`src/rtl/core/assert_macros.svh`:
```
// Assertion macros used by the top-level RTL file of the block average core.
`ifndef ASSERT_MACROS_SVH
`define ASSERT_MACROS_SVH

`ifndef NO_ASSERTIONS

// Check that a condition implies a consequence in the same cycle.
`define ASSERT_IMPLIES(label, clk, rst, ante, cons) \
   label: assert property (@(posedge clk) disable iff (rst) (ante) |-> (cons)) \
      else $error("assertion failed: same-cycle implication");

// Check that a condition implies a consequence in the next cycle.
`define ASSERT_NEXT(label, clk, rst, ante, cons) \
   label: assert property (@(posedge clk) disable iff (rst) (ante) |=> (cons)) \
      else $error("assertion failed: next-cycle implication");

`else

`define ASSERT_IMPLIES(label, clk, rst, ante, cons)
`define ASSERT_NEXT(label, clk, rst, ante, cons)

`endif

`endif

```
`src/rtl/core/rgba_pkg.sv`:
```
// Package with widths, register indexes and divider handshake types.
package rgba_pkg;

   localparam int MAX_WINDOW  = 256;
   localparam int SAMPLE_BITS = 16;

   localparam int RANGE_W    = 16;
   localparam int WLEN_W     = 9;
   localparam int LEN_W      = $clog2(MAX_WINDOW + 1);
   localparam int CNT_W      = $clog2(MAX_WINDOW + 1);
   localparam int SUM_W      = SAMPLE_BITS + $clog2(MAX_WINDOW) + 1;
   localparam int DIVIDEND_W = SUM_W - 1;
   localparam int STEP_W     = $clog2(DIVIDEND_W);

   localparam int CSR_IDX_W  = 4;
   localparam int CSR_DATA_W = 16;

   localparam logic [CSR_IDX_W-1:0] REG_RANGE_LIMIT = CSR_IDX_W'(0);
   localparam logic [CSR_IDX_W-1:0] REG_WINDOW_LEN  = CSR_IDX_W'(1);

   localparam logic [RANGE_W-1:0] RANGE_RESET = RANGE_W'(1000);
   localparam logic [WLEN_W-1:0]  WLEN_RESET  = WLEN_W'(8);

   typedef struct packed {
      logic                  start;
      logic [DIVIDEND_W-1:0] dividend;
      logic [LEN_W-1:0]      divisor;
   } div_cmd_type;

   typedef struct packed {
      logic busy;
      logic done;
   } div_stat_type;

endpackage

```
`src/rtl/core/rgba_channels.sv`:
```
// Channel interfaces: sample input, average result and register write port.
interface rgba_req_if;
   import rgba_pkg::*;
   logic                          valid;
   logic                          ready;
   logic signed [SAMPLE_BITS-1:0] sample;
   modport source (output valid, output sample, input ready);
   modport sink (input valid, input sample, output ready);
endinterface

interface rgba_rsp_if;
   import rgba_pkg::*;
   logic                          valid;
   logic                          ready;
   logic                          avg_ready;
   logic signed [SAMPLE_BITS-1:0] average;
   modport source (output valid, output avg_ready, output average, input ready);
   modport sink (input valid, input avg_ready, input average, output ready);
endinterface

interface rgba_csr_if;
   import rgba_pkg::*;
   logic                  valid;
   logic                  ready;
   logic [CSR_IDX_W-1:0]  index;
   logic [CSR_DATA_W-1:0] data;
   modport source (output valid, output index, output data, input ready);
   modport sink (input valid, input index, input data, output ready);
endinterface

```
`src/rtl/core/rgba_div.sv`:
```
// Iterative restoring divider: one quotient bit per cycle.
module rgba_div (
   input  logic                  clock,
   input  logic                  reset,
   input  rgba_pkg::div_cmd_type cmd,
   output rgba_pkg::div_stat_type stat,
   output logic [rgba_pkg::DIVIDEND_W-1:0] quotient
);
   import rgba_pkg::*;

   logic [DIVIDEND_W-1:0] quo_ff, quo_in;
   logic [LEN_W-1:0]      rem_ff, rem_in;
   logic [LEN_W-1:0]      dvs_ff, dvs_in;
   logic [STEP_W-1:0]     step_ff, step_in;
   logic                  busy_ff, busy_in;
   logic                  done_ff, done_in;
   logic [LEN_W:0]        shifted;
   logic [LEN_W:0]        trial;

   always_comb begin
      quo_in  = quo_ff;
      rem_in  = rem_ff;
      dvs_in  = dvs_ff;
      step_in = step_ff;
      busy_in = busy_ff;
      done_in = 1'b0;
      shifted = {rem_ff, quo_ff[DIVIDEND_W-1]};
      trial   = shifted - {1'b0, dvs_ff};
      if (cmd.start) begin
         quo_in  = cmd.dividend;
         rem_in  = '0;
         dvs_in  = cmd.divisor;
         step_in = '0;
         busy_in = 1'b1;
      end else if (busy_ff) begin
         // keep the trial remainder only when it did not borrow
         if (!trial[LEN_W]) begin
            rem_in = trial[LEN_W-1:0];
         end else begin
            rem_in = shifted[LEN_W-1:0];
         end
         quo_in  = {quo_ff[DIVIDEND_W-2:0], ~trial[LEN_W]};
         step_in = step_ff + STEP_W'(1);
         if (step_ff == STEP_W'(DIVIDEND_W - 1)) begin
            busy_in = 1'b0;
            done_in = 1'b1;
         end
      end
   end

   always_ff @(posedge clock) begin
      if (reset) begin
         busy_ff <= 1'b0;
         done_ff <= 1'b0;
         step_ff <= '0;
      end else begin
         busy_ff <= busy_in;
         done_ff <= done_in;
         step_ff <= step_in;
      end
      quo_ff <= quo_in;
      rem_ff <= rem_in;
      dvs_ff <= dvs_in;
   end

   assign stat.busy = busy_ff;
   assign stat.done = done_ff;
   assign quotient  = quo_ff;

endmodule

```
`src/rtl/core/range_gated_block_average.sv`:
```
// Top level of the range-gated block averager.
//
// Takes one signed sample word at a time and returns exactly one result word
// for each. The first sample after reset opens a window and becomes its
// reference; a sample farther than range_limit from the reference reopens the
// window around itself; any other sample joins the window. When the window
// holds window_len samples (values below 2 act as 2, above 256 as 256) the
// result carries avg_ready = 1 and the window sum divided by the length,
// truncated toward zero and saturated to 16 bits; the window then restarts
// holding only the reference. Other results carry avg_ready = 0, average = 0.
// A sample that does not close a window passes from the check state to the
// put state, which loads the result register; the input takes the next sample
// once the block is back in idle. A sample that closes a window goes from the
// check state through the divide state, where the restoring divider produces
// one quotient bit per cycle over the 24-bit magnitude of the window sum, to
// the put state. The put state waits while the output register stays full. The
// input is not ready while a sample is in work, but the next sample is taken
// while the previous result still waits in the output register. Register
// writes are always accepted and take effect from the next sample.
`include "assert_macros.svh"

module range_gated_block_average (
   input logic       clock,
   input logic       reset,
   rgba_req_if.sink  req_port,
   rgba_rsp_if.source rsp_port,
   rgba_csr_if.sink  csr_port
);
   import rgba_pkg::*;

   typedef enum logic [1:0] {
      S_IDLE,
      S_CHECK,
      S_DIV,
      S_PUT
   } state_type;

   state_type state_ff, state_in;

   // configuration registers
   logic [RANGE_W-1:0] range_ff, range_in;
   logic [WLEN_W-1:0]  wlen_ff, wlen_in;

   // window state
   logic [SAMPLE_BITS-1:0] ref_ff, ref_in;
   logic [CNT_W-1:0]       cnt_ff, cnt_in;
   logic [SUM_W-1:0]       sum_ff, sum_in;

   // work registers
   logic [SAMPLE_BITS-1:0] smp_ff, smp_in;
   logic                   neg_ff, neg_in;
   logic                   res_rdy_ff, res_rdy_in;
   logic [SAMPLE_BITS-1:0] res_avg_ff, res_avg_in;

   // output register
   logic                   out_valid_ff, out_valid_in;
   logic                   out_rdy_ff, out_rdy_in;
   logic [SAMPLE_BITS-1:0] out_avg_ff, out_avg_in;

   div_cmd_type            div_cmd;
   div_stat_type           div_stat;
   logic [DIVIDEND_W-1:0]  div_quo;

   logic [LEN_W-1:0]       eff_len;
   logic [SAMPLE_BITS:0]   dev;
   logic [SAMPLE_BITS:0]   dev_mag;
   logic [SUM_W-1:0]       smp_ext;
   logic [SUM_W-1:0]       ref_ext;
   logic [SUM_W-1:0]       sum_join;
   logic [SUM_W-1:0]       sum_mag;
   logic [CNT_W-1:0]       cnt_join;
   logic                   req_fire;

   rgba_div u_div (
      .clock    (clock),
      .reset    (reset),
      .cmd      (div_cmd),
      .stat     (div_stat),
      .quotient (div_quo)
   );

   assign req_port.ready   = (state_ff == S_IDLE);
   assign csr_port.ready   = 1'b1;
   assign rsp_port.valid   = out_valid_ff;
   assign rsp_port.avg_ready = out_rdy_ff;
   assign rsp_port.average = out_avg_ff;
   assign req_fire         = req_port.valid && req_port.ready;

   // clamp the programmed length into the supported range
   always_comb begin
      if (int'(wlen_ff) < 2) begin
         eff_len = LEN_W'(2);
      end else if (int'(wlen_ff) > MAX_WINDOW) begin
         eff_len = LEN_W'(MAX_WINDOW);
      end else begin
         eff_len = LEN_W'(wlen_ff);
      end
   end

   // deviation from reference, sign-extended by one bit
   assign dev     = {ref_ff[SAMPLE_BITS-1], ref_ff} - {smp_ff[SAMPLE_BITS-1], smp_ff};
   assign dev_mag = dev[SAMPLE_BITS] ? (~dev + (SAMPLE_BITS+1)'(1)) : dev;

   assign smp_ext  = {{(SUM_W-SAMPLE_BITS){smp_ff[SAMPLE_BITS-1]}}, smp_ff};
   assign ref_ext  = {{(SUM_W-SAMPLE_BITS){ref_ff[SAMPLE_BITS-1]}}, ref_ff};
   assign sum_join = sum_ff + smp_ext;
   assign sum_mag  = sum_join[SUM_W-1] ? (~sum_join + SUM_W'(1)) : sum_join;
   assign cnt_join = cnt_ff + CNT_W'(1);

   always_comb begin
      state_in     = state_ff;
      range_in     = range_ff;
      wlen_in      = wlen_ff;
      ref_in       = ref_ff;
      cnt_in       = cnt_ff;
      sum_in       = sum_ff;
      smp_in       = smp_ff;
      neg_in       = neg_ff;
      res_rdy_in   = res_rdy_ff;
      res_avg_in   = res_avg_ff;
      out_valid_in = out_valid_ff;
      out_rdy_in   = out_rdy_ff;
      out_avg_in   = out_avg_ff;
      div_cmd      = '0;

      // register writes
      if (csr_port.valid) begin
         unique case (csr_port.index)
            REG_RANGE_LIMIT: range_in = csr_port.data[RANGE_W-1:0];
            REG_WINDOW_LEN:  wlen_in  = csr_port.data[WLEN_W-1:0];
            default: ;
         endcase
      end

      // drop the result word once the sink takes it
      if (out_valid_ff && rsp_port.ready) begin
         out_valid_in = 1'b0;
      end

      unique case (state_ff)
         S_IDLE: begin
            if (req_fire) begin
               smp_in   = req_port.sample;
               state_in = S_CHECK;
            end
         end
         S_CHECK: begin
            res_rdy_in = 1'b0;
            res_avg_in = '0;
            state_in   = S_PUT;
            if (cnt_ff == '0 || dev_mag > {1'b0, range_ff}) begin
               // open a new window around this sample
               ref_in = smp_ff;
               sum_in = smp_ext;
               cnt_in = CNT_W'(1);
            end else if (cnt_join >= CNT_W'(eff_len)) begin
               // close the window: divide the full sum, restart from reference
               div_cmd.start    = 1'b1;
               div_cmd.dividend = sum_mag[DIVIDEND_W-1:0];
               div_cmd.divisor  = eff_len;
               neg_in           = sum_join[SUM_W-1];
               sum_in           = ref_ext;
               cnt_in           = CNT_W'(1);
               state_in         = S_DIV;
            end else begin
               sum_in = sum_join;
               cnt_in = cnt_join;
            end
         end
         S_DIV: begin
            if (div_stat.done) begin
               res_rdy_in = 1'b1;
               // saturate the signed mean to the sample range
               if (neg_ff) begin
                  if (div_quo > DIVIDEND_W'(2 ** (SAMPLE_BITS - 1))) begin
                     res_avg_in = {1'b1, {(SAMPLE_BITS-1){1'b0}}};
                  end else begin
                     res_avg_in = ~div_quo[SAMPLE_BITS-1:0] + SAMPLE_BITS'(1);
                  end
               end else begin
                  if (div_quo > DIVIDEND_W'(2 ** (SAMPLE_BITS - 1) - 1)) begin
                     res_avg_in = {1'b0, {(SAMPLE_BITS-1){1'b1}}};
                  end else begin
                     res_avg_in = div_quo[SAMPLE_BITS-1:0];
                  end
               end
               state_in = S_PUT;
            end
         end
         S_PUT: begin
            // hold until the output register is free
            if (!out_valid_ff || rsp_port.ready) begin
               out_valid_in = 1'b1;
               out_rdy_in   = res_rdy_ff;
               out_avg_in   = res_avg_ff;
               state_in     = S_IDLE;
            end
         end
         default: state_in = S_IDLE;
      endcase
   end

   always_ff @(posedge clock) begin
      if (reset) begin
         state_ff     <= S_IDLE;
         range_ff     <= RANGE_RESET;
         wlen_ff      <= WLEN_RESET;
         ref_ff       <= '0;
         cnt_ff       <= '0;
         sum_ff       <= '0;
         out_valid_ff <= 1'b0;
      end else begin
         state_ff     <= state_in;
         range_ff     <= range_in;
         wlen_ff      <= wlen_in;
         ref_ff       <= ref_in;
         cnt_ff       <= cnt_in;
         sum_ff       <= sum_in;
         out_valid_ff <= out_valid_in;
      end
      smp_ff     <= smp_in;
      neg_ff     <= neg_in;
      res_rdy_ff <= res_rdy_in;
      res_avg_ff <= res_avg_in;
      out_rdy_ff <= out_rdy_in;
      out_avg_ff <= out_avg_in;
   end

   `ASSERT_IMPLIES(a_cnt_bound, clock, reset, 1'b1, cnt_ff <= CNT_W'(MAX_WINDOW))
   `ASSERT_IMPLIES(a_div_start_free, clock, reset, div_cmd.start, !div_stat.busy)
   `ASSERT_IMPLIES(a_div_done_state, clock, reset, div_stat.done, state_ff == S_DIV)
   `ASSERT_NEXT(a_accept_check, clock, reset, req_fire, state_ff == S_CHECK)
   `ASSERT_IMPLIES(a_idle_zero, clock, reset, out_valid_ff && !out_rdy_ff, out_avg_ff == '0)

endmodule

```
`src/flat_wrapper.sv`:
```
// flat-port wrapper written by rule: the top's interface ports become plain ports
module range_gated_block_average_flat import rgba_pkg::*;
  (clock, reset, req_port_valid, req_port_sample, req_port_ready, rsp_port_valid, rsp_port_avg_ready, rsp_port_average, rsp_port_ready, csr_port_valid, csr_port_index, csr_port_data, csr_port_ready);
  rgba_req_if req_port_i ();
  rgba_rsp_if rsp_port_i ();
  rgba_csr_if csr_port_i ();
  input logic clock;
  input logic reset;
  input wire logic [$bits(req_port_i.valid)-1:0] req_port_valid;
  input wire logic [$bits(req_port_i.sample)-1:0] req_port_sample;
  output wire logic [$bits(req_port_i.ready)-1:0] req_port_ready;
  output wire logic [$bits(rsp_port_i.valid)-1:0] rsp_port_valid;
  output wire logic [$bits(rsp_port_i.avg_ready)-1:0] rsp_port_avg_ready;
  output wire logic [$bits(rsp_port_i.average)-1:0] rsp_port_average;
  input wire logic [$bits(rsp_port_i.ready)-1:0] rsp_port_ready;
  input wire logic [$bits(csr_port_i.valid)-1:0] csr_port_valid;
  input wire logic [$bits(csr_port_i.index)-1:0] csr_port_index;
  input wire logic [$bits(csr_port_i.data)-1:0] csr_port_data;
  output wire logic [$bits(csr_port_i.ready)-1:0] csr_port_ready;
  assign req_port_i.valid = req_port_valid;
  assign req_port_i.sample = req_port_sample;
  assign req_port_ready = req_port_i.ready;
  assign rsp_port_valid = rsp_port_i.valid;
  assign rsp_port_avg_ready = rsp_port_i.avg_ready;
  assign rsp_port_average = rsp_port_i.average;
  assign rsp_port_i.ready = rsp_port_ready;
  assign csr_port_i.valid = csr_port_valid;
  assign csr_port_i.index = csr_port_index;
  assign csr_port_i.data = csr_port_data;
  assign csr_port_ready = csr_port_i.ready;
  range_gated_block_average u_core (.clock(clock), .reset(reset), .req_port(req_port_i), .rsp_port(rsp_port_i), .csr_port(csr_port_i));
endmodule
```
`config.mk`:
```
export PLATFORM = sky130hd
export DESIGN_NAME = range_gated_block_average_flat
export DESIGN_NICKNAME = d
export VERILOG_FILES = /design/src/rtl/core/rgba_pkg.sv /design/src/rtl/core/rgba_channels.sv /design/src/rtl/core/rgba_div.sv /design/src/rtl/core/range_gated_block_average.sv /design/src/flat_wrapper.sv
export VERILOG_INCLUDE_DIRS = /design/src /design/src/rtl/core
export SDC_FILE = /design/constraint.sdc
export NUM_CORES = 1
export LEC_CHECK = 0
export BUFFER_PORTS_ARGS = -buffer_cell sky130_fd_sc_hd__buf_2
export CAP_MARGIN = 20
export CORE_MARGIN = 2
export CORE_UTILIZATION = 40
export DETAILED_ROUTE_END_ITERATION = 10
export GPL_TIMING_DRIVEN = 0
export PLACE_DENSITY_LB_ADDON = 0.25
export SETUP_SLACK_MARGIN = 0.4
export SLEW_MARGIN = 0
export SYNTH_ARGS = -nofsm -noshare
export SYNTH_HDL_FRONTEND = slang
export SYNTH_SLANG_ARGS = --single-unit
export TNS_END_PERCENT = 1
```
`constraint.sdc`:
```
create_clock -name clock -period 7.48 [get_ports clock]
set_input_delay 0 -clock clock [delete_from_list [all_inputs] [get_ports clock]]
set_output_delay 0 -clock clock [all_outputs]
set_load 0.03 [all_outputs]
```
## Word level (Yosys, flattened, before mapping)

Cells that the tools add are included.

| storage, ports and cells | value |
|---|---|
| register bits after elaboration | 178 |
| logic and storage cells | 104 |
| input port bits | 41 |
| output and inout port bits | 20 |

| operators by class | value |
|---|---|
| muxes and demuxes | 34 |
| reductions and logical operators | 21 |
| equality and inequality tests | 8 |
| magnitude comparators | 6 |
| bitwise operators | 8 |
| add/sub/neg operators | 8 |

Operators by type and width:

| operator | number |
|---|---|
| 34-bit two-way mux | 3 |
| 24-bit two-way mux | 3 |
| 16-bit two-way mux | 4 |
| 25-bit two-way mux | 2 |
| 9-bit two-way mux | 5 |
| 16-bit case mux with 2 select lines | 1 |
| 25-bit adder | 1 |
| 24-bit by 1-bit adder with 24-bit output, second input constant | 1 |
| 24-bit by 15-bit greater-than comparator with 1-bit output, second input constant | 1 |
| 24-bit by 16-bit greater-than comparator with 1-bit output, second input constant | 1 |
| 24-bit NOT | 1 |
| 17-bit by 1-bit adder with 17-bit output, second input constant | 1 |
| 17-bit by 16-bit greater-than comparator with 1-bit output | 1 |
| 17-bit two-way mux | 1 |
| 17-bit NOT | 1 |
| 16-bit by 16-bit subtractor with 17-bit output | 1 |
| 16-bit by 1-bit adder with 16-bit output, second input constant | 1 |
| 16-bit NOT | 1 |
| 2-bit AND reduction | 6 |
| 10-bit by 9-bit subtractor with 10-bit output | 1 |
| 9-bit by 1-bit adder with 9-bit output, second input constant | 1 |
| 9-bit greater-or-equal comparator | 1 |
| 9-bit greater-than comparator, second input constant | 1 |
| 9-bit logical NOT | 1 |
| 22 further kinds | 44 |

## Logic depth before layout (Yosys ltp)

Gate-level depths: netlist (run 1).

| logic depth | value |
|---|---|
| depth after elaboration | 9 |
| depth in mapped cells | 26 |
| depth with buffers taken out | 25 |

## By module

Synthesis (run 1) repeated with hierarchy kept, for this count alone.

| unflattened totals | value |
|---|---|
| cells, all modules | 1292 |
| area total of the unflattened synthesis | 11821.3 sq um |

Modules (own cells, without submodules):

| module | area each (sq um) | instances | seq. area each (sq um) | cells an instance |
|---|---|---|---|---|
| range_gated_block_average | 9297.7 | 1 | 3093.0 | 1089 |
| rgba_div | 2523.7 | 1 | 1311.3 | 203 |

## Least setup slack after synthesis (run 1)

OpenSTA, ideal clock, no wires.

| timing path | value |
|---|---|
| path type | register to register |
| start point | register u_core.smp_ff[0] |
| end point | register u_core.u_div.quo_ff[0] (netlist: u_core.u_div.quotient[0]), enable pin |
| stages on the path, launching flop included | 24 |
| data required time | 7.098 ns |
| clock period less this slack | 5.642 ns |
| buffers on the path | 1 |
| slack | 1.838 ns |
| library setup time | 0.382 ns |
| data arrival time | 5.260 ns |
| cells stage by stage | edfxtp_1 > ha_1 > fa_1 > nor2b_1 > o31ai_2 > a21oi_1 > a31o_1 > a31o_2 > o21ai_0 > a31oi_1 > a21oi_1 > xnor2_1 > ha_1 > a21o_1 > a21o_1 > a21oi_1 > o21ai_0 > a2111oi_0 > o21ai_1 > nor2_2 > nand3_2 > inv_2 > buf_6 > or2_1 |

| between the ends | value |
|---|---|
| cells in the longest elaborated chain, start to end | 9 |

RTL lines:

| item | line | source |
|---|---|---|
| start: declaration | range_gated_block_average.sv:50 | `logic [SAMPLE_BITS-1:0] smp_ff, smp_in;` |
| start signal: assignment | range_gated_block_average.sv:221 | `smp_ff <= smp_in;` |
| 16-bit by 16-bit subtractor with 17-bit output * | range_gated_block_average.sv:101 | `assign dev = {ref_ff[SAMPLE_BITS-1], ref_ff} - {smp_ff[SAMPLE_BITS-1], smp_ff};` |
| 17-bit NOT | range_gated_block_average.sv:102 | `assign dev_mag = dev[SAMPLE_BITS] ? (~dev + (SAMPLE_BITS+1)'(1)) : dev;` |
| 17-bit by 1-bit adder with 17-bit output | range_gated_block_average.sv:102 |  |
| 17-bit two-way mux * | range_gated_block_average.sv:102 |  |
| 17-bit by 16-bit greater-than comparator with 1-bit output * | range_gated_block_average.sv:151 | `if (cnt_ff == '0 \|\| dev_mag > {1'b0, range_ff}) begin` |
| 1-bit logical OR * | range_gated_block_average.sv:151 |  |
| 34-bit two-way mux * | range_gated_block_average.sv:151 |  |
| 34-bit two-way mux * | range_gated_block_average.sv:140 | `unique case (state_ff)` |
| 2-bit nonzero test (no source line) * | n/a |  |
| end signal: assignment | rgba_div.sv:61 | `quo_ff <= quo_in;` |
| end: declaration | rgba_div.sv:11 | `logic [DIVIDEND_W-1:0] quo_ff, quo_in;` |

Mark *: on every way between the ends. The rest lies on a longest branch, timed or not.
A chain may end at the register's enable or synchronous reset.

## Final worst setup path (run 1)

| timing path | value |
|---|---|
| start point | register u_core.smp_ff[0] |
| end point | register u_core.sum_ff[23] |

| between the ends | value |
|---|---|
| cells in the longest elaborated chain, start to end | 7 |
| elaborated cells between the ends (all ways) | 9 |
| classes of those cells | add/sub (3); order compare (1); mux (3); bitwise (1); reduce/logical (1) |

RTL lines:

| item | line | source |
|---|---|---|
| 16-bit by 16-bit subtractor with 17-bit output | range_gated_block_average.sv:101 |  |
| 17-bit NOT | range_gated_block_average.sv:102 |  |
| 17-bit by 1-bit adder with 17-bit output | range_gated_block_average.sv:102 |  |
| 17-bit two-way mux | range_gated_block_average.sv:102 |  |
| 17-bit by 16-bit greater-than comparator with 1-bit output | range_gated_block_average.sv:151 |  |
| 1-bit logical OR | range_gated_block_average.sv:151 |  |
| 25-bit two-way mux * | range_gated_block_average.sv:151 |  |
| end signal: assignment | range_gated_block_average.sv:218 | `sum_ff <= sum_in;` |
| end: declaration | range_gated_block_average.sv:47 | `logic [SUM_W-1:0] sum_ff, sum_in;` |

Marks and branches as above.

==> results of run 1 <==
-- worst max-delay path by stage --
stage / from / end / slack [ns] / depth (start not counted)
6_report: u_core.smp_ff[0] / u_core.sum_ff[23] / 0.94 / 21
5_1_grt: u_core.smp_ff[0] / u_core.u_div.quotient[16] / 0.43 / 23
4_1_cts: u_core.smp_ff[0] / u_core.u_div.quotient[16] / 0.60 / 23
3_5_place_dp: u_core.smp_ff[0] / u_core.u_div.quotient[21] / 0.29 / 23
3_3_place_gp: u_core.smp_ff[0] / u_core.u_div.quotient[20] / 0.29 / 23
2_1_floorplan: u_core.smp_ff[0] / u_core.u_div.quotient[0] / 1.84 / 23
-- power groups by stage --
stage	combinational, W	sequential, W	clock, W
after global routing	0.00295	0.00134	0.000972
after CTS	0.00263	0.00132	0.000940
after floorplan	0.00203	0.00131	0
after detailed placement	0.00260	0.00134	0
final	0.00264	0.00132	0.000919
after global placement	0.00255	0.00134	0
-- cell type report --
class                           count  area share (%)
Clock buffer                       17            3.11
Tap cell                          390            3.56
Inverter                           70            1.92
Clock inverter                     15            1.19
Multi-Input combinational cell   1022            50.9
Buffer                             63            2.33
Sequential cell                   178            32.1
Timing Repair Buffer               96            4.88
-- worst max-delay path, stage by stage, from the launching register on --
cell and delay, ns:
edfxtp_1 0.46, ha_1 0.27, fa_1 0.40, nor2b_1 0.27, o31ai_2 0.12, a21oi_1 0.27, a31o_1 0.23, a31o_2 0.19
o21ai_0 0.14, a31oi_2 0.43, a21oi_1 0.10, xnor2_1 0.15, ha_1 0.30, a21o_1 0.16, a21o_1 0.16, a21oi_1 0.14
o21ai_0 0.09, a2111oi_0 0.58, o21ai_1 0.47, a211oi_1 0.98, o21ai_0 0.25, a22o_1 0.27
-- per-layer routing --
metal / global-route usage [%] / wire length (um)
met1: 25.6 / 14300
met4: 5.92 / 565
met5: 0 / 0
met3: 2.86 / 1060
met2: 32.8 / 14000
-- layout by cell type, fill, tap and decap left out, types with 17 or more instances in the layout --
master / instances
nand3_1: 23
clkbuf_16: 17
clkbuf_1: 37
ha_1: 84
nand2b_1: 31
a211oi_1: 28
buf_2: 73
edfxtp_1: 84
and2_1: 18
dlygate4sd3_1: 37
o21ai_0: 70
nor2_1: 129
a21o_1: 19
dfxtp_1: 94
nor3_1: 29
xor2_1: 34
a21oi_1: 105
nor2b_1: 31
xnor2_1: 40
nand2_1: 93
inv_1: 68
mux2i_1: 49
-- cells by family (layout without fill, tap and decap cells) --
kind of cell | count (synthesis) | in the layout
XOR/XNOR | 75 | 75
other | 1 | 1
flip-flops | 178 | 178
AND/OR/NAND/NOR | 441 | 441
multiplexers | 60 | 60
AO/OA/AOI/OAI | 358 | 358
buffers and inverters | 133 | 261
adder cells (fa/ha/maj) | 87 | 87
-- sequential cells by signal (all words and copies together), names as in the netlist, 16 cells and up --
| signal | cells |
|---|---|
| u_core.range_ff | 16 |
| u_core.res_avg_ff | 16 |
| u_core.sum_ff | 25 |
| u_core.rsp_port.average | 16 |
| u_core.u_div.quotient | 24 |
| u_core.smp_ff | 16 |
| u_core.ref_ff | 16 |
-- per-stage QoR --
step / hold slack, ns / power, W / std cells / util (%) / area (um2)
final: 0.187 / 0.00488 / 1851 / 46.3 / 13700
after global routing: 0.209 / 0.00527 / 1851 / 46.3 / 13700
after CTS: 0.174 / 0.00489 / 1851 / 46.3 / 13700
after detailed placement: 0.178 / 0.00394 / 1782 / 43.1 / 12700
after global placement: 0.176 / 0.00389 / 1781 / 43.1 / 12700
after floorplan: 0.0989 / 0.00334 / 1333 / - / 11900
-- what timing repair did --
| item | in CTS | in global routing |
|---|---|---|
| hold buffers | 37 | 0 |
| pin swaps | 0 | 0 |
| hold endpoints to repair | 43 | 0 |
| gates resized for setup | 1 | 2 |
| endpoints found under the setup margin | 24 | 50 |
==> results.ini, run 1 <==
[sta]
final_hold_viol_count=0
tightest_slew_ns=1.10
max_freq_ghz=0.153
min_period_over_period_pct=87.4
finalWorstSetupSlack_ns=0.945
tns_ns=0
rsz0062_at_grt=no
clock_skew_ns=0.0150
worst_slew_margin_rel_pct=26.0
finalMaxSlewViolations=0
setup_viol=0
finalCriticalPeriod_ns=6.54

[die]
coreArea_um2=29600
rows=63
die_y_um=177
pin_count=61
start_util_pct=40.4
die_area_um2=31300
fp.dieW_um=177

[min_path]
hp-class=in -> reg
holdPathStages=5
hold_end=u_core.range_ff[11]
hold_start=csr_port_index[3]

[pwr]
netSwitchingPower_w=0.00212
power_frac_clock_pct=18.8
vdd_drop_max_v=0.000163
power_frac_comb_pct=54.1
intPower_w=0.00276
p_per_area_nw_per_um2=356
p_sw_share_pct=43.4
p_seq_share_pct=27.1
p_leak_nw=5.42

[drt]
drc=0
vias=9992
routedWlPerCell_um=16.1
viasPerCell=5.40
first_iter_violations=593
first_pass_iters=6
wl_um=29900
antenna_left=0

[logic_synthesis]
synth_nets=1461
synth-compound-area-share_pct=19.5
ys_top_cells_by_count=129 x nor2_1, 105 x a21oi_1, 94 x dfxtp_1
ys.flop_type=dfxtp_1
synth_cells=1333
synth-edff-count=84
syn-cell-area_um2=11900
ys_ff_latch=178
post_synth_main_area_contributors=edfxtp_1 21%, dfxtp_1 16%, ha_1 8.8%
synth-simple-area-share_pct=18.8
postSynthAreaPerCell_um2=8.96
muxShareOfSynthArea_pct=5.14
synthAdderAreaFrac_pct=9.30
ys_types=93
synth_xor_area_share_pct=5.56
seq_area_frac_synth_pct=36.9
synth-async-reset-ratio_pct=0
yosysMostFrequentCell=nor2_1
synth_area_leader_cell=edfxtp_1
synth.top_cell.area_share_pct=21.1
synth_top_family_by_area=compound AO/OA/AOI/OAI gates
synth_warnings=0

[grt]
grt_max_degree=25
grt_pass1_vias=9604
antenna_found_initial=0
grt_pass1_wl_um=48700
grt.total_usage_pct=19.4
grt_overflow_total=0

[setup_path]
worstSetupPathType=reg -> reg
r2r_slack_ns=0.94
timing.rr.start=u_core.smp_ff[0]
crit_arrival_ns=6.88
startpoint_type=flop
critPathCaptureType=flop
crit_required_ns=7.82
rr_endpoint=u_core.sum_ff[23]
reg2reg_depth=21
cp_max_fo=8

[place]
place_ws_ns=0.293
hpwl_um=22600
place.port_buffers=58
gp_congestion=0.863

[final_layout]
diodes=0
fin_nets=1576
drive_above_1_share_pct=10.2
synthToLayoutAreaGrowth_pct=14.7
seq_area_um2=4400
multi_input_area_um2=6970
fill_cells=2880

[clocking]
clkTransAtPathRegs_ns=0.08
clock_latency_ns=0.45
cts_sinks=178
cts_made_buffers=17
htree_levels=4
cts_tree=yes
clk_path_buf_depth=2
post-cts-setup-buffers=0
cts-root-buf=clkbuf_16

[run_status]
status=finished, final reports clean

[run]
cap_violations=0

Power figures use the tool's default switching activity.
==> inputs of run 2 (changes only) <==
--- a/config.mk
+++ b/config.mk
@@ -7,9 +7,9 @@
 export NUM_CORES = 1
 export LEC_CHECK = 0
 export BUFFER_PORTS_ARGS = -buffer_cell sky130_fd_sc_hd__buf_2
-export CAP_MARGIN = 20
+export CAP_MARGIN = 40
 export CORE_MARGIN = 2
-export CORE_UTILIZATION = 40
+export CORE_UTILIZATION = 45
 export DETAILED_ROUTE_END_ITERATION = 10
 export GPL_TIMING_DRIVEN = 0
 export PLACE_DENSITY_LB_ADDON = 0.25
==> results.ini, run 2 (synthesized netlist as in run 1, its figures left out) <==
[setup_path]
startpoint_type=flop
reg2reg_depth=24  ; +14%
critPathCaptureType=flop
worstSetupPathType=reg -> reg
cp_slowest_cell=a2111oi_0
crit_buf_inv=3  ; +3
cp_common_cell=a21oi_1
critPathMaxStageDelay_ns=0.52  ; -0.46 ns
cp_top_family=compound AO/OA/AOI/OAI gates
cp_num_cells=24  ; +14%
r2r_slack_ns=0.95  ; about the same
path_cells=ha_1, fa_1, nor2b_1, o31ai_2, a21oi_1, a31o_1, a31o_2, o21ai_0, a31oi_2, a21oi_1, xnor2_1, ha_1, a21o_1, a21o_1, a21oi_1, o21ai_0, a2111oi_0, o21ai_1, nor2_2, nand3_2, inv_2, buf_6, or2_1, buf_8
crit_arrival_ns=6.68  ; -0.20 ns
crit_required_ns=7.63  ; -0.19 ns
cp_max_fo=21  ; +13

[pwr]
p_leak_nw=5.45  ; +0.40%
power_frac_clock_pct=18.1  ; -0.7 points
p_per_area_nw_per_um2=356  ; -0.12%
netSwitchingPower_w=0.00210  ; -0.76%
vdd_drop_max_v=0.000175  ; +7.7%
p_total_w=0.00485  ; -0.55%
intPower_w=0.00275  ; -0.39%
power_frac_comb_pct=54.6  ; +0.5 points
p_seq_share_pct=27.2  ; about the same
p_sw_share_pct=43.3  ; -0.090 points

[clocking]
cts_sinks=178  ; unchanged
htree_levels=4  ; unchanged
cts-root-buf=clkbuf_16
clock_latency_ns=0.45  ; about the same
post-cts-setup-buffers=0  ; unchanged
clkTransAtPathRegs_ns=0.07  ; about the same
cts_made_buffers=17  ; unchanged
clk_path_buf_depth=2  ; unchanged
cts_tree=yes

[die]
die_y_um=167  ; -5.6%
start_util_pct=45.8  ; +5.4 points
coreArea_um2=26100  ; -12%
rows=59  ; -6.3%
fp.dieW_um=167  ; -5.6%
die_area_um2=27900  ; -11%
pin_count=61  ; unchanged

[drt]
vias=10100  ; +1.1%
drc=0  ; unchanged
viasPerCell=5.62  ; +4.1%
antenna_left=0  ; unchanged
routedWlPerCell_um=16.3  ; +0.65%
first_pass_iters=5  ; -1
first_iter_violations=727  ; +23%
wl_um=29200  ; -2.2%

[grt]
antenna_found_initial=0  ; unchanged
grt_max_degree=22  ; -12%
grt_overflow_total=0  ; unchanged
grt_pass1_wl_um=47900  ; -1.7%
grt.total_usage_pct=20.9  ; +1.5 points
grt_pass1_vias=9560  ; -0.46%

[place]
hpwl_um=22200  ; -1.9%
dp_cells=1730  ; -2.9%
place.port_buffers=58  ; unchanged
placed_area_um2=12700  ; -0.27%
place_ws_ns=0.788  ; +0.495 ns
gp_congestion=0.899  ; +4.2%

[min_path]
hp-class=in -> reg
holdPathStages=5  ; unchanged

[final_layout]
synthToLayoutAreaGrowth_pct=14.2
diodes=0  ; unchanged
stdcell_count=1799  ; -2.8%
final_common_cell=nor2_1
fill_cells=2385  ; -17%
largest_reg_flops=25  ; unchanged
fin_nets=1579  ; +0.19%
top_register=u_core.sum_ff
drive_above_1_share_pct=10.3  ; +0.12 points
final_cell_mix=129 x nor2_1, 105 x a21oi_1, 94 x dfxtp_1
final_area_um2=13600  ; -0.43%

[run]
cap_violations=0  ; unchanged

[sta]
finalMaxSlewViolations=0  ; unchanged
rsz0062_at_grt=no
tns_ns=0  ; unchanged
clock_skew_ns=0.0200  ; +0.00503 ns
tightest_slew_ns=0.910  ; -0.194 ns
max_freq_ghz=0.153  ; about the same
worst_slew_margin_rel_pct=39.0  ; +13 points
finalCriticalPeriod_ns=6.53  ; -0.00613 ns
min_period_over_period_pct=87.3  ; about the same
setup_viol=0  ; unchanged
finalWorstSetupSlack_ns=0.951  ; +0.00613 ns
final_hold_viol_count=0  ; unchanged

[run_status]
status=finished, final reports clean

==> run 2: metrics by stage <==
stage               utilization [%]  hold WS (ns)
global placement               48.6         0.176
global route                   52.4         0.218
finish                         52.4         0.182
floorplan                         -        0.0989
detailed placement             48.7         0.178
CTS                            52.3         0.152
==> run 2: final timing paths <==
check | endpoint | start
worst max-delay path | u_core.u_div.quotient[12] | u_core.smp_ff[0]
worst min-delay path | u_core.range_ff[13] | csr_port_index[3]
worst max register to register | u_core.u_div.quotient[12] | u_core.smp_ff[0]
worst min register to register | u_core.rsp_port.average[7] | u_core.res_avg_ff[7]
==> run 2: cell type report <==
class	count	area, um2	share of cell area [%]
Multi-Input combinational cell	1022	6970	51.1
Sequential cell	178	4400	32.3
Timing Repair Buffer	99	703	5.15
Clock buffer	20	457	3.35
Tap cell	335	419	3.07
Buffer	63	319	2.34
Inverter	70	263	1.93
Clock inverter	12	109	0.798
==> run 2: worst register-to-register path, delay by kind of cell, from the launching register on <==
family	cells	cell delay (ns)
and+or+nand+nor	4	0.92
adders and majority gates	3	0.95
xor gates and xnor gates	1	0.20
buffers and inverters	3	0.66
DFF	1	0.47
AOI/OAI and AO/OA	13	3.04
==> run 2: routing by layer <==
metal | vias up | wire length (um) | track usage (%)
li1 | 5077 | - | -
met1 | 4797 | 13800 | 28.1
met2 | 204 | 13700 | 34.6
met3 | 27 | 1410 | 3.87
met4 | 0 | 372 | 5.43
met5 | - | 0 | 0
==> run 2: power by group through the flow <==
stage | Sequential (W) | Combinational [W] | Clock [W]
6_report | 0.00132 | 0.00265 | 0.000880
3_5_place_dp | 0.00134 | 0.00259 | 0
4_1_cts | 0.00132 | 0.00263 | 0.000894
5_1_grt | 0.00134 | 0.00296 | 0.000933
2_1_floorplan | 0.00131 | 0.00203 | 0
3_3_place_gp | 0.00134 | 0.00254 | 0
==> run 2: repair_timing <==
action	CTS	global route
hold buffers	37	0
hold endpoints to repair	43	0
resized for setup	0	1
setup endpoints to repair	0	21
==> inputs of run 3 (changes only) <==
--- a/config.mk
+++ b/config.mk
@@ -9,7 +9,7 @@
 export BUFFER_PORTS_ARGS = -buffer_cell sky130_fd_sc_hd__buf_2
 export CAP_MARGIN = 40
 export CORE_MARGIN = 2
-export CORE_UTILIZATION = 45
+export CORE_UTILIZATION = 49
 export DETAILED_ROUTE_END_ITERATION = 10
 export GPL_TIMING_DRIVEN = 0
 export PLACE_DENSITY_LB_ADDON = 0.25
==> results.ini, run 3 (synthesized netlist as in run 1, its figures left out) <==
[run_status]
status=finished, final reports clean

[sta]
worst_slew_margin_rel_pct=41.1  ; +2.1 points
finalCriticalPeriod_ns=6.56  ; +0.0341 ns
tns_ns=0  ; unchanged
finalMaxSlewViolations=0  ; unchanged
rsz0062_at_grt=no
setup_viol=0  ; unchanged
tightest_slew_ns=0.878  ; -0.0320 ns
min_period_over_period_pct=87.7  ; +0.46 points
max_freq_ghz=0.152  ; -0.52%
clock_skew_ns=0.0108  ; -0.00919 ns
final_hold_viol_count=0  ; unchanged

[grt]
use_met3_pct=3.82  ; -0.055 points
gr-usage-met1_pct=29.9  ; +1.8 points
grt_overflow_total=0  ; unchanged
grt.total_usage_pct=22.3  ; +1.4 points
grt_pass1_wl_um=46800  ; -2.3%
use_met2_pct=37.2  ; +2.5 points
grt_max_degree=20  ; -9.1%
grt_pass1_vias=9431  ; -1.3%
antenna_found_initial=0  ; unchanged
busiest_layer=met2

[place]
placed_area_um2=12700  ; -0.11%
hpwl_um=22000  ; -1.0%
place.port_buffers=58  ; unchanged
gp_congestion=0.917  ; +2.0%

[die]
coreArea_um2=24100  ; -7.5%
start_util_pct=49.6  ; +3.7 points
rows=57  ; -3.4%
die_area_um2=25600  ; -8.0%
fp.dieW_um=160  ; -4.1%
die_y_um=160  ; -4.1%
pin_count=61  ; unchanged

[final_layout]
diodes=0  ; unchanged
fill_cells=2218  ; -7.0%
final_cell_mix=129 x nor2_1, 105 x a21oi_1, 94 x dfxtp_1
final_area_um2=13600  ; -0.16%
top_register=u_core.sum_ff
final_common_cell=nor2_1
drive_above_1_share_pct=10.3  ; unchanged
fin_nets=1579  ; unchanged
largest_reg_flops=25  ; unchanged
utilization_pct=56.5  ; +4.2 points
synthToLayoutAreaGrowth_pct=14.0

[clocking]
cts_sinks=178  ; unchanged
clkTransAtPathRegs_ns=0.08  ; about the same
cts_made_buffers=17  ; unchanged
htree_levels=4  ; unchanged
clk_path_buf_depth=2  ; unchanged
cts-root-buf=clkbuf_16
clock_latency_ns=0.44  ; about the same
cts_tree=yes

[setup_path]
startpoint_type=flop
crit_required_ns=7.63  ; about the same
critPathCaptureType=flop
cp_max_fo=17  ; -19%
cp_common_cell=a21oi_1
crit_buf_inv=3  ; unchanged
cp_slowest_cell=a2111oi_0
crit_arrival_ns=6.71  ; +0.03 ns
critPathMaxStageDelay_ns=0.59  ; +0.07 ns
cp_top_family=compound AO/OA/AOI/OAI gates
path_cells=ha_1, fa_1, nor2b_1, o31ai_2, a21oi_1, a31o_1, a31o_2, o21ai_0, a31oi_2, a21oi_1, xnor2_1, ha_1, a21o_1, a21o_1, a21oi_1, o21ai_0, a2111oi_0, o21ai_2, nor2_2, nand3_2, inv_2, buf_6, or2_1, buf_8
worstSetupPathType=reg -> reg

[pwr]
power_frac_clock_pct=17.7  ; -0.4 points
p_total_w=0.00483  ; -0.51%
vdd_drop_max_v=0.000158  ; -9.9%
p_leak_nw=5.42  ; -0.38%
power_frac_comb_pct=54.9  ; +0.3 points
p_per_area_nw_per_um2=354  ; -0.35%
p_seq_share_pct=27.3  ; about the same
netSwitchingPower_w=0.00209  ; -0.29%
intPower_w=0.00273  ; -0.67%
p_sw_share_pct=43.4  ; +0.094 points

[drt]
wl_um=28800  ; -1.6%
vias=10100  ; +0.26%
first_pass_iters=5  ; unchanged
routedWlPerCell_um=16.1  ; -1.0%
first_iter_violations=688  ; -5.4%
viasPerCell=5.67  ; +0.87%
drc=0  ; unchanged
antenna_left=0  ; unchanged

[min_path]
hp-class=in -> reg

[run]
cap_violations=0  ; unchanged

run 3: changes by cell type in the layout (fill, tap and decap cells not counted), sizes merged:
cell and delta:
clkinv +3, clkinvlp +3, inv -4, clkbuf -2
run 3: timing repair:
action	CTS	global route
endpoints found under the setup margin	0	24
setup buffers	0	0
hold buffers	37	0
endpoints found under the hold margin	43	0
resized for setup	0	2
run 3: worst paths after layout:
check	startpoint	end	slack, ns	depth (start not counted)
worst max-delay path	u_core.smp_ff[0]	u_core.u_div.quotient[12]	0.92	24
worst min-delay path	csr_port_index[1]	u_core.wlen_ff[3]	0.18	4
worst max register to register	u_core.smp_ff[0]	u_core.u_div.quotient[12]	0.92	24
worst min register to register	u_core.res_avg_ff[2]	u_core.rsp_port.average[2]	0.42	0
run 3: per-layer routing:
metal / vias to the layer above / wire length (um)
li1: 5092 / -
met1: 4792 / 13500
met2: 220 / 13500
met5: - / 0
met3: 27 / 1250
met4: 0 / 523
run 3: cell type report:
| type | count | area, um2 | share of cell area (%) |
|---|---|---|---|
| repair buffers | 99 | 703 | 5.16 |
| well taps | 324 | 405 | 2.98 |
| flip-flops and latches | 178 | 4400 | 32.3 |
| plain buffers | 63 | 319 | 2.34 |
| inverters | 70 | 263 | 1.93 |
| clock inverters | 14 | 125 | 0.919 |
| multi-input cells | 1022 | 6970 | 51.2 |
| clock buffers | 18 | 429 | 3.15 |
run 3: per-stage QoR:
| step | cells | setup WS [ns] | hold WS, ns |
|---|---|---|---|
| floorplan | 1333 | 1.84 | 0.0989 |
| global placement | 1715 | 0.535 | 0.176 |
| detailed placement | 1719 | 0.705 | 0.178 |
| CTS | 1788 | 0.683 | 0.163 |
| global route | 1788 | 0.462 | 0.204 |
| finish | 1788 | 0.917 | 0.185 |
run 3: power by group through the flow:
stage                     Clock, W  Combinational, W  Sequential [W]
after CTS                 0.000869           0.00263         0.00132
final                     0.000855           0.00265         0.00132
after floorplan                  0           0.00203         0.00131
after global routing      0.000908           0.00295         0.00134
after global placement           0           0.00253         0.00133
after detailed placement         0           0.00259         0.00134
run 3: worst min-delay path, stage by stage:
cell     delay [ns]
buf_2          0.09
nor3_1         0.06
and3_1         0.18
a211o_1        0.25
